### config.mk
export PLATFORM = sky130hd
export DESIGN_NAME = keyed_list_with_bubble_sort_top
export DESIGN_NICKNAME = d
export VERILOG_FILES = /design/src/sv/klbs_pkg.sv /design/src/sv/keyed_list_with_bubble_sort_top.sv /design/src/sv/klbs_dp.sv /design/src/sv/klbs_ctrl.sv
export SDC_FILE = /design/constraint.sdc
export NUM_CORES = 2
export LEC_CHECK = 0
export BUFFER_PORTS_ARGS = -buffer_cell sky130_fd_sc_hd__buf_2
export CAP_MARGIN = 40
export CORE_AREA = 8 8 571 405
export CTS_BUF_LIST = sky130_fd_sc_hd__clkbuf_16
export DETAILED_ROUTE_END_ITERATION = 8
export DIE_AREA = 0 0 579 413
export PLACE_DENSITY_LB_ADDON = 0.12
export SYNTH_ARGS = -nofsm -noshare
export SYNTH_HDL_FRONTEND = slang
export SYNTH_SLANG_ARGS = --single-unit
### constraint.sdc
create_clock -name i_clk -period 5.9 [get_ports i_clk]
set_input_delay 0 -clock i_clk [delete_from_list [all_inputs] [get_ports i_clk]]
set_output_delay 0 -clock i_clk [all_outputs]
set_load 0.01 [all_outputs]
### src/sv/klbs_pkg.sv
// Package for the keyed list with bubble sort.
// Holds the sizes, codes and controller/datapath interface types.
// No dependencies.
package klbs_pkg;

    localparam int CAPACITY = 64;
    localparam int ADDR_W   = $clog2(CAPACITY);
    localparam int CNT_W    = $clog2(CAPACITY + 1);
    localparam int HANDLE_W = 16;
    localparam int KEY_W    = 16;
    localparam int POS_W    = 6;
    localparam int CMP_W    = POS_W + CNT_W;
    localparam int IN_W     = ((HANDLE_W + KEY_W + POS_W + 7) / 8) * 8;
    localparam int OUT_W    = ((HANDLE_W + KEY_W + CNT_W + 7) / 8) * 8;

    typedef enum logic [1:0] {
        OP_APPEND = 2'd0,
        OP_TAKE   = 2'd1,
        OP_PEEK   = 2'd2,
        OP_SORT   = 2'd3
    } t_op;

    typedef enum logic [1:0] {
        ST_OK    = 2'd0,
        ST_RANGE = 2'd1,
        ST_FULL  = 2'd2,
        ST_RSVD  = 2'd3
    } t_status;

    typedef enum logic [1:0] {
        RD_POS   = 2'd0,
        RD_ZERO  = 2'd1,
        RD_NEXT  = 2'd2,
        RD_NEXT2 = 2'd3
    } t_rd_sel;

    typedef struct packed {
        logic [HANDLE_W-1:0] handle;
        logic [KEY_W-1:0]    key;
    } t_entry;

    typedef struct packed {
        logic    capture;
        t_rd_sel rd_sel;
        logic    app_wr;
        logic    idx_pos;
        logic    sort_init;
        logic    res_zero;
        t_status res_st;
        logic    res_rd;
        logic    shift_wr;
        logic    dec_count;
        logic    carry_load;
        logic    srt_step;
        logic    srt_end;
        logic    out_load;
    } t_cmd;

    typedef struct packed {
        t_op  op;
        logic full;
        logic bad;
        logic take_last;
        logic shift_last;
        logic few;
        logic srt_last;
        logic srt_more;
    } t_sts;

endpackage

### src/sv/keyed_list_with_bubble_sort_top.sv
// Keyed list with bubble sort: top level, one transfer in, one result out.
// Take moves the entries behind the position down one place (count - 1 - position
// of them), one entry per cycle from the single store write port; sort makes
// passes over the store.
// One item at a time; the next is taken once the result sits in the output register.
// Synchronous active-low reset clears the list count and control; entries are not cleared.
module keyed_list_with_bubble_sort_top
    import klbs_pkg::*;
(
    input  logic             i_clk,
    input  logic             i_rst_n,
    input  logic             i_s_tvalid,
    output logic             o_s_tready,
    input  logic [IN_W-1:0]  i_s_tdata,   // entry_handle, entry_key, position, zero fill
    input  logic [1:0]       i_s_tuser,   // op
    output logic             o_m_tvalid,
    input  logic             i_m_tready,
    output logic [OUT_W-1:0] o_m_tdata,   // result_handle, result_key, count, zero fill
    output logic [1:0]       o_m_tuser    // status
);

    t_cmd cmd;
    t_sts sts;

    klbs_ctrl u_ctrl (
        .i_clk      (i_clk),
        .i_rst_n    (i_rst_n),
        .i_s_tvalid (i_s_tvalid),
        .o_s_tready (o_s_tready),
        .o_m_tvalid (o_m_tvalid),
        .i_m_tready (i_m_tready),
        .i_sts      (sts),
        .o_cmd      (cmd)
    );

    klbs_dp u_dp (
        .i_clk     (i_clk),
        .i_rst_n   (i_rst_n),
        .i_cmd     (cmd),
        .o_sts     (sts),
        .i_s_tdata (i_s_tdata),
        .i_s_tuser (i_s_tuser),
        .o_m_tdata (o_m_tdata),
        .o_m_tuser (o_m_tuser)
    );

endmodule

### src/sv/klbs_dp.sv
// Datapath of the keyed list: entry store, count, index and sort registers.
// Executes the commands of klbs_ctrl; depends on klbs_pkg.
module klbs_dp
    import klbs_pkg::*;
(
    input  logic                i_clk,
    input  logic                i_rst_n,
    input  t_cmd                i_cmd,
    output t_sts                o_sts,
    input  logic [IN_W-1:0]     i_s_tdata,
    input  logic [1:0]          i_s_tuser,
    output logic [OUT_W-1:0]    o_m_tdata,
    output logic [1:0]          o_m_tuser
);

    t_entry              r_mem [CAPACITY];
    t_entry              r_rdata;
    t_op                 r_op;
    logic [HANDLE_W-1:0] r_h;
    logic [KEY_W-1:0]    r_k;
    logic [POS_W-1:0]    r_pos;
    logic [CNT_W-1:0]    r_count;
    logic [ADDR_W-1:0]   r_idx;
    logic [CNT_W-1:0]    r_limit;
    t_entry              r_carry;
    logic                r_moved;
    t_entry              r_res;
    t_status             r_res_st;
    t_entry              r_out;
    t_status             r_out_st;
    logic [CNT_W-1:0]    r_out_count;

    logic [ADDR_W-1:0]   rd_addr;
    logic                wr_en;
    logic [ADDR_W-1:0]   wr_addr;
    t_entry              wr_data;
    logic                swap;

    assign swap = r_carry.key > r_rdata.key;

    always_comb begin
        unique case (i_cmd.rd_sel)
            RD_POS:   rd_addr = ADDR_W'(r_pos);
            RD_ZERO:  rd_addr = '0;
            RD_NEXT:  rd_addr = r_idx + ADDR_W'(1);
            RD_NEXT2: rd_addr = r_idx + ADDR_W'(2);
            default:  rd_addr = '0;
        endcase
    end

    always_comb begin
        wr_en   = 1'b0;
        wr_addr = r_idx;
        wr_data = r_carry;
        if (i_cmd.app_wr) begin
            wr_en   = 1'b1;
            wr_addr = r_count[ADDR_W-1:0];
            wr_data = '{handle: r_h, key: r_k};
        end else if (i_cmd.shift_wr) begin
            wr_en   = 1'b1;
            wr_data = r_rdata;
        end else if (i_cmd.srt_step) begin
            wr_en   = 1'b1;
            wr_data = swap ? r_rdata : r_carry;
        end else if (i_cmd.srt_end) begin
            wr_en   = 1'b1;
        end
    end

    always_ff @(posedge i_clk) begin
        r_rdata <= r_mem[rd_addr];
        if (wr_en) begin
            r_mem[wr_addr] <= wr_data;
        end
    end

    always_ff @(posedge i_clk) begin
        if (!i_rst_n) begin
            r_count <= '0;
        end else if (i_cmd.app_wr) begin
            r_count <= r_count + CNT_W'(1);
        end else if (i_cmd.dec_count) begin
            r_count <= r_count - CNT_W'(1);
        end
    end

    always_ff @(posedge i_clk) begin
        if (i_cmd.capture) begin
            r_op  <= t_op'(i_s_tuser);
            r_h   <= i_s_tdata[HANDLE_W-1:0];
            r_k   <= i_s_tdata[HANDLE_W+KEY_W-1:HANDLE_W];
            r_pos <= i_s_tdata[HANDLE_W+KEY_W+POS_W-1:HANDLE_W+KEY_W];
        end
        if (i_cmd.idx_pos) begin
            r_idx <= ADDR_W'(r_pos);
        end else if (i_cmd.sort_init || i_cmd.srt_end) begin
            r_idx <= '0;
        end else if (i_cmd.shift_wr || i_cmd.srt_step) begin
            r_idx <= r_idx + ADDR_W'(1);
        end
        if (i_cmd.sort_init) begin
            r_limit <= r_count;
        end else if (i_cmd.srt_end) begin
            r_limit <= r_limit - CNT_W'(1);
        end
        if (i_cmd.carry_load) begin
            r_carry <= r_rdata;
            r_moved <= 1'b0;
        end else if (i_cmd.srt_step) begin
            if (swap) begin
                r_moved <= 1'b1;
            end else begin
                r_carry <= r_rdata;
            end
        end
        if (i_cmd.res_zero) begin
            r_res    <= '0;
            r_res_st <= i_cmd.res_st;
        end else if (i_cmd.res_rd) begin
            r_res    <= r_rdata;
            r_res_st <= ST_OK;
        end
        if (i_cmd.out_load) begin
            r_out       <= r_res;
            r_out_st    <= r_res_st;
            r_out_count <= r_count;
        end
    end

    always_comb begin
        o_sts.op         = r_op;
        o_sts.full       = r_count == CNT_W'(CAPACITY);
        o_sts.bad        = CMP_W'(r_pos) >= CMP_W'(r_count);
        o_sts.take_last  = CNT_W'(r_idx) + CNT_W'(1) == r_count;
        o_sts.shift_last = CNT_W'(r_idx) + CNT_W'(2) == r_count;
        o_sts.few        = r_count < CNT_W'(2);
        o_sts.srt_last   = CNT_W'(r_idx) + CNT_W'(2) == r_limit;
        o_sts.srt_more   = r_moved && (r_limit > CNT_W'(2));
    end

    assign o_m_tdata = OUT_W'({r_out_count, r_out.key, r_out.handle});
    assign o_m_tuser = r_out_st;

endmodule

### src/sv/klbs_ctrl.sv
// Controller of the keyed list: sequences append, take, peek and sort.
// Drives klbs_dp by command and status structs; depends on klbs_pkg.
module klbs_ctrl
    import klbs_pkg::*;
(
    input  logic i_clk,
    input  logic i_rst_n,
    input  logic i_s_tvalid,
    output logic o_s_tready,
    output logic o_m_tvalid,
    input  logic i_m_tready,
    input  t_sts i_sts,
    output t_cmd o_cmd
);

    typedef enum logic [7:0] {
        S_IDLE     = 8'b0000_0001,
        S_DECODE   = 8'b0000_0010,
        S_FETCH    = 8'b0000_0100,
        S_SHIFT    = 8'b0000_1000,
        S_SRT_LOAD = 8'b0001_0000,
        S_SRT_STEP = 8'b0010_0000,
        S_SRT_END  = 8'b0100_0000,
        S_DONE     = 8'b1000_0000
    } t_state;

    t_state r_state, n_state;
    logic   r_out_valid, n_out_valid;

    always_comb begin
        n_state = r_state;
        o_cmd   = '0;
        unique case (r_state)
            S_IDLE: begin
                o_cmd.capture = i_s_tvalid;
                if (i_s_tvalid) begin
                    n_state = S_DECODE;
                end
            end
            S_DECODE: begin
                unique case (i_sts.op)
                    OP_APPEND: begin
                        o_cmd.res_zero = 1'b1;
                        o_cmd.res_st   = i_sts.full ? ST_FULL : ST_OK;
                        o_cmd.app_wr   = !i_sts.full;
                        n_state        = S_DONE;
                    end
                    OP_TAKE, OP_PEEK: begin
                        o_cmd.rd_sel = RD_POS;
                        if (i_sts.bad) begin
                            o_cmd.res_zero = 1'b1;
                            o_cmd.res_st   = ST_RANGE;
                            n_state        = S_DONE;
                        end else begin
                            o_cmd.idx_pos = 1'b1;
                            n_state       = S_FETCH;
                        end
                    end
                    OP_SORT: begin
                        o_cmd.res_zero  = 1'b1;
                        o_cmd.res_st    = ST_OK;
                        o_cmd.sort_init = 1'b1;
                        o_cmd.rd_sel    = RD_ZERO;
                        n_state         = i_sts.few ? S_DONE : S_SRT_LOAD;
                    end
                    default: n_state = S_DONE;
                endcase
            end
            S_FETCH: begin
                o_cmd.res_rd = 1'b1;
                o_cmd.rd_sel = RD_NEXT;
                if (i_sts.op == OP_PEEK) begin
                    n_state = S_DONE;
                end else if (i_sts.take_last) begin
                    o_cmd.dec_count = 1'b1;
                    n_state         = S_DONE;
                end else begin
                    n_state = S_SHIFT;
                end
            end
            S_SHIFT: begin
                o_cmd.shift_wr = 1'b1;
                o_cmd.rd_sel   = RD_NEXT2;
                if (i_sts.shift_last) begin
                    o_cmd.dec_count = 1'b1;
                    n_state         = S_DONE;
                end
            end
            S_SRT_LOAD: begin
                o_cmd.carry_load = 1'b1;
                o_cmd.rd_sel     = RD_NEXT;
                n_state          = S_SRT_STEP;
            end
            S_SRT_STEP: begin
                o_cmd.srt_step = 1'b1;
                o_cmd.rd_sel   = RD_NEXT2;
                if (i_sts.srt_last) begin
                    n_state = S_SRT_END;
                end
            end
            S_SRT_END: begin
                o_cmd.srt_end = 1'b1;
                o_cmd.rd_sel  = RD_ZERO;
                n_state       = i_sts.srt_more ? S_SRT_LOAD : S_DONE;
            end
            S_DONE: begin
                if (!r_out_valid || i_m_tready) begin
                    o_cmd.out_load = 1'b1;
                    n_state        = S_IDLE;
                end
            end
            default: n_state = S_IDLE;
        endcase
    end

    always_comb begin
        n_out_valid = r_out_valid;
        if (o_cmd.out_load) begin
            n_out_valid = 1'b1;
        end else if (i_m_tready) begin
            n_out_valid = 1'b0;
        end
    end

    always_ff @(posedge i_clk) begin
        if (!i_rst_n) begin
            r_state     <= S_IDLE;
            r_out_valid <= 1'b0;
        end else begin
            r_state     <= n_state;
            r_out_valid <= n_out_valid;
        end
    end

    assign o_s_tready = r_state == S_IDLE;
    assign o_m_tvalid = r_out_valid;

endmodule
==> results.json <==
{
  "rsz0062_at_grt": "false",
  "worstPathBufferInverterCount": 3,
  "switching_share_pct": 32.8,
  "fin_worst_skew_ns": 0.0285,
  "critPathKind": "reg -> reg",
  "peakVddDrop_mv": 0.362,
  "dp.cells": 8198,
  "cts_htree_levels": 4,
  "synth_warnings": 0,
  "final-max-slew-violation-count": 0,
  "cts.clk_slew.worst_paths_ns": 0.07,
  "first_global_vias": 50517,
  "min_path_type": "in -> reg",
  "status": "completed",
  "die_w_um": 579,
  "seq_power_share_pct": 44.4,
  "seq_area_frac_synth_pct": 75.9,
  "core_um2": 222000,
  "netSwitchingPower_mw": 14.3,
  "async_reset_ff_share_pct": 0,
  "min_period_ns": 4.79,
  "period_share_pct": 81.2,
  "syn_avg_cell_area_um2": 17.0,
  "dieHeight_um": 413,
  "finalSetupViolCount": 0,
  "drtPass1Iterations": 6,
  "root_buffer": "clkbuf_16",
  "track_usage_pct": 23.0,
  "avgRoutedWirePerCell_um": 32.7,
  "grt_max_degree": 135,
  "start_kind": "flip-flop",
  "critPathMaxFanout": 20,
  "yosysTopAreaCell": "edfxtp_1",
  "grtUsageMet2_pct": 34.6,
  "crit_path_frequent_cell": "buf_4",
  "worstPathRequired_ns": 6.42,
  "yosysUniqueCellTypes": 72,
  "comb_power_share_pct": 26.3,
  "p_int_mw": 29.3,
  "fin_cells": 8673,
  "critPathSlowestCell": "nor2_4",
  "ff_latch_area_um2": 67000,
  "crit_path_end_kind": "flip-flop",
  "numCtsBuffers": 214,
  "initial_utilization_pct": 39.8,
  "slew_headroom_pct": 25.9,
  "nNetsFinal": 5644,
  "io_buffers": 86,
  "syn_inst": 5180,
  "ant_nets": 0,
  "place_congestion": 0.832,
  "met3_usage_pct": 4.50,
  "drive_gt1_share_pct": 17.0,
  "clock.fmax_ghz": 0.209,
  "ios": 90,
  "grt_use_met1_pct": 34.8,
  "ys_ff_latch": 2257,
  "synth_ff_type": "edfxtp_1",
  "fillers": 19114,
  "p_leak_nw": 33.6,
  "grt_pass1_wl_mm": 394,
  "viasPerCell": 6.09,
  "syn2layout_area_growth_pct": 16.9,
  "netlist_area_um2": 88300,
  "yosysMostFrequentCell": "edfxtp_1",
  "dieArea_um2": 239000,
  "syn-num-nets": 5262,
  "max_cap_viol_count": 0,
  "synthTopCellsByCount": "edfxtp_1 (2176), mux2i_1 (508), a211oi_1 (494)",
  "drcViolationCount": 0,
  "overflow": 0,
  "grt_busiest_layer": "met1",
  "synth_area_leaders": "edfxtp_1 (74%), mux2i_1 (5.8%), a221oi_1 (4.7%)",
  "crit_chain": "nor3_1 -> nand3_1 -> or3_1 -> and3_2 -> inv_2 -> mux2i_2 -> buf_4 -> nand2_1 -> nor2_4 -> buf_4",
  "clk_path_buf_depth": 4,
  "critPathMaxStageDelay_ns": 0.89,
  "dp_hpwl_mm": 164,
  "cts_tree": "built",
  "antenna_found_initial": 15,
  "tns_ns": 0,
  "p_per_area_nw_per_um2": 423,
  "vias": 52784,
  "drt-initial-drc-count": 6093,
  "cts_resized": 0,
  "tightest_slew_ns": 1.11,
  "synth_top_area_share_pct": 74.0,
  "synth_edf_count": 2176,
  "fin_hold_ws_ns": 0.208,
  "critPathArrivalTime_ns": 5.31,
  "hold_violations": 0,
  "worstSkewPairLatency_ns": 0.85,
  "wl_mm": 284,
  "cp_top_family": "simple AND/OR/NAND/NOR gates",
  "row_count": 145,
  "clock-sinks": 2257,
  "pwr-share-clk_pct": 29.3,
  "multi_input_area_um2": 20800
}
==> cells in the final DEF (no fill, tap or decap), types with 11 or more instances in the layout <==
master	n
dlygate4sd3_1	87
o41ai_1	90
nand2_1	183
buf_4	321
clkinv_1	54
o41ai_2	32
buf_12	65
a21oi_1	69
nand4_1	41
a211oi_1	494
a221oi_4	32
clkbuf_16	219
nand3_1	30
inv_1	99
a221oi_2	40
o21ai_0	24
buf_2	98
nor3_1	47
and3_1	13
mux2i_1	507
ha_1	35
o221ai_1	32
xor2_1	13
a21o_1	11
xnor2_1	24
nor2_4	69
edfxtp_1	2176
dfxtp_1	81
clkinv_2	33
a221oi_1	440
nor2_1	88
==> cell type report <==
type | instances | share of cell area, %
Clock inverter | 159 | 0.788
Timing Repair Buffer | 586 | 5.14
Tap cell | 2940 | 3.56
Multi-Input combinational cell | 2465 | 20.2
Sequential cell | 2257 | 64.9
Antenna cell | 9 | 0.0218
Clock buffer | 219 | 5.31
Inverter | 38 | 0.138
==> repair_timing <==
item                                    4_1_cts  5_1_grt
hold buffers                                 87        0
endpoints found under the setup margin        0        0
setup buffers                                 0        0
endpoints found under the hold margin        96        0
==> kinds of logic (layout without fill, tap and decap cells) <==
kind of cell | count (synthesis) | after routing | synth area share [%]
mux | 513 | 513 | 5.82
compound gates | 1353 | 1353 | 12.5
other cells | 1 | 10 | 0.00425
fa+ha+maj | 36 | 36 | 0.519
flops | 2257 | 2257 | 75.9
buf+inv | 458 | 1002 | 2.19
xor+xnor | 37 | 37 | 0.367
simple gates | 525 | 525 | 2.71
==> power by group through the flow <==
stage          logic [mW]  registers [mW]  clock network [mW]
2_1_floorplan        5.89            19.6                   0
3_3_place_gp         11.1            19.7                   0
3_5_place_dp         11.4            19.7                   0
4_1_cts              11.4            19.4                13.0
5_1_grt              12.1            19.4                13.6
6_report             11.5            19.4                12.8
==> layer usage <==
layer,routed length (um),vias to the layer above
met1,131000,28048
met4,5290,2
met5,13,-
met3,23000,339
met2,125000,1922
li1,-,22473
==> worst min-delay path: stages <==
cell and delay (ns):
dlygate4sd3_1 0.54, buf_2 0.13, nor2_1 0.19, a311o_1 0.14
==> registers in the layout (all words and copies together), names as in the netlist, 6 cells and up <==
| signal | flops |
|---|---|
| u_ctrl.r_state | 8 |
| u_dp.o_m_tdata | 32 |
| u_dp.r_carry | 32 |
| u_dp.r_count | 7 |
| u_dp.r_h | 16 |
| u_dp.r_idx | 6 |
| u_dp.r_k | 16 |
| u_dp.r_limit | 7 |
| u_dp.r_mem | 2048 |
| u_dp.r_out_count | 7 |
| u_dp.r_pos | 6 |
| u_dp.r_rdata | 32 |
| u_dp.r_res | 32 |
==> through the flow <==
step | power [mW] | worst slack (ns) | util (%) | cell area [um^2]
floorplan | 25.5 | 0.0816 | - | 88300
global placement | 30.8 | 0.129 | 43.0 | 95500
detailed placement | 31.1 | 1.33 | 43.3 | 96000
CTS | 43.8 | 1.30 | 46.5 | 103000
global route | 45.1 | 1.03 | 46.5 | 103000
finish | 43.6 | 1.11 | 46.5 | 103000
==> worst paths after layout <==
path | startpoint | endpoint | slack [ns] | cells after the start
max | u_dp.r_count[3] | u_dp.r_mem[52][2] | 1.11 | 10
min | i_s_tvalid | u_ctrl.r_state[0] | 0.21 | 4
max reg2reg | u_dp.r_count[3] | u_dp.r_mem[52][2] | 1.11 | 10
min reg2reg | u_dp.r_res_st[1] | u_dp.o_m_tuser[1] | 0.43 | 0
No activity file was read; power rests on OpenSTA's default activity.
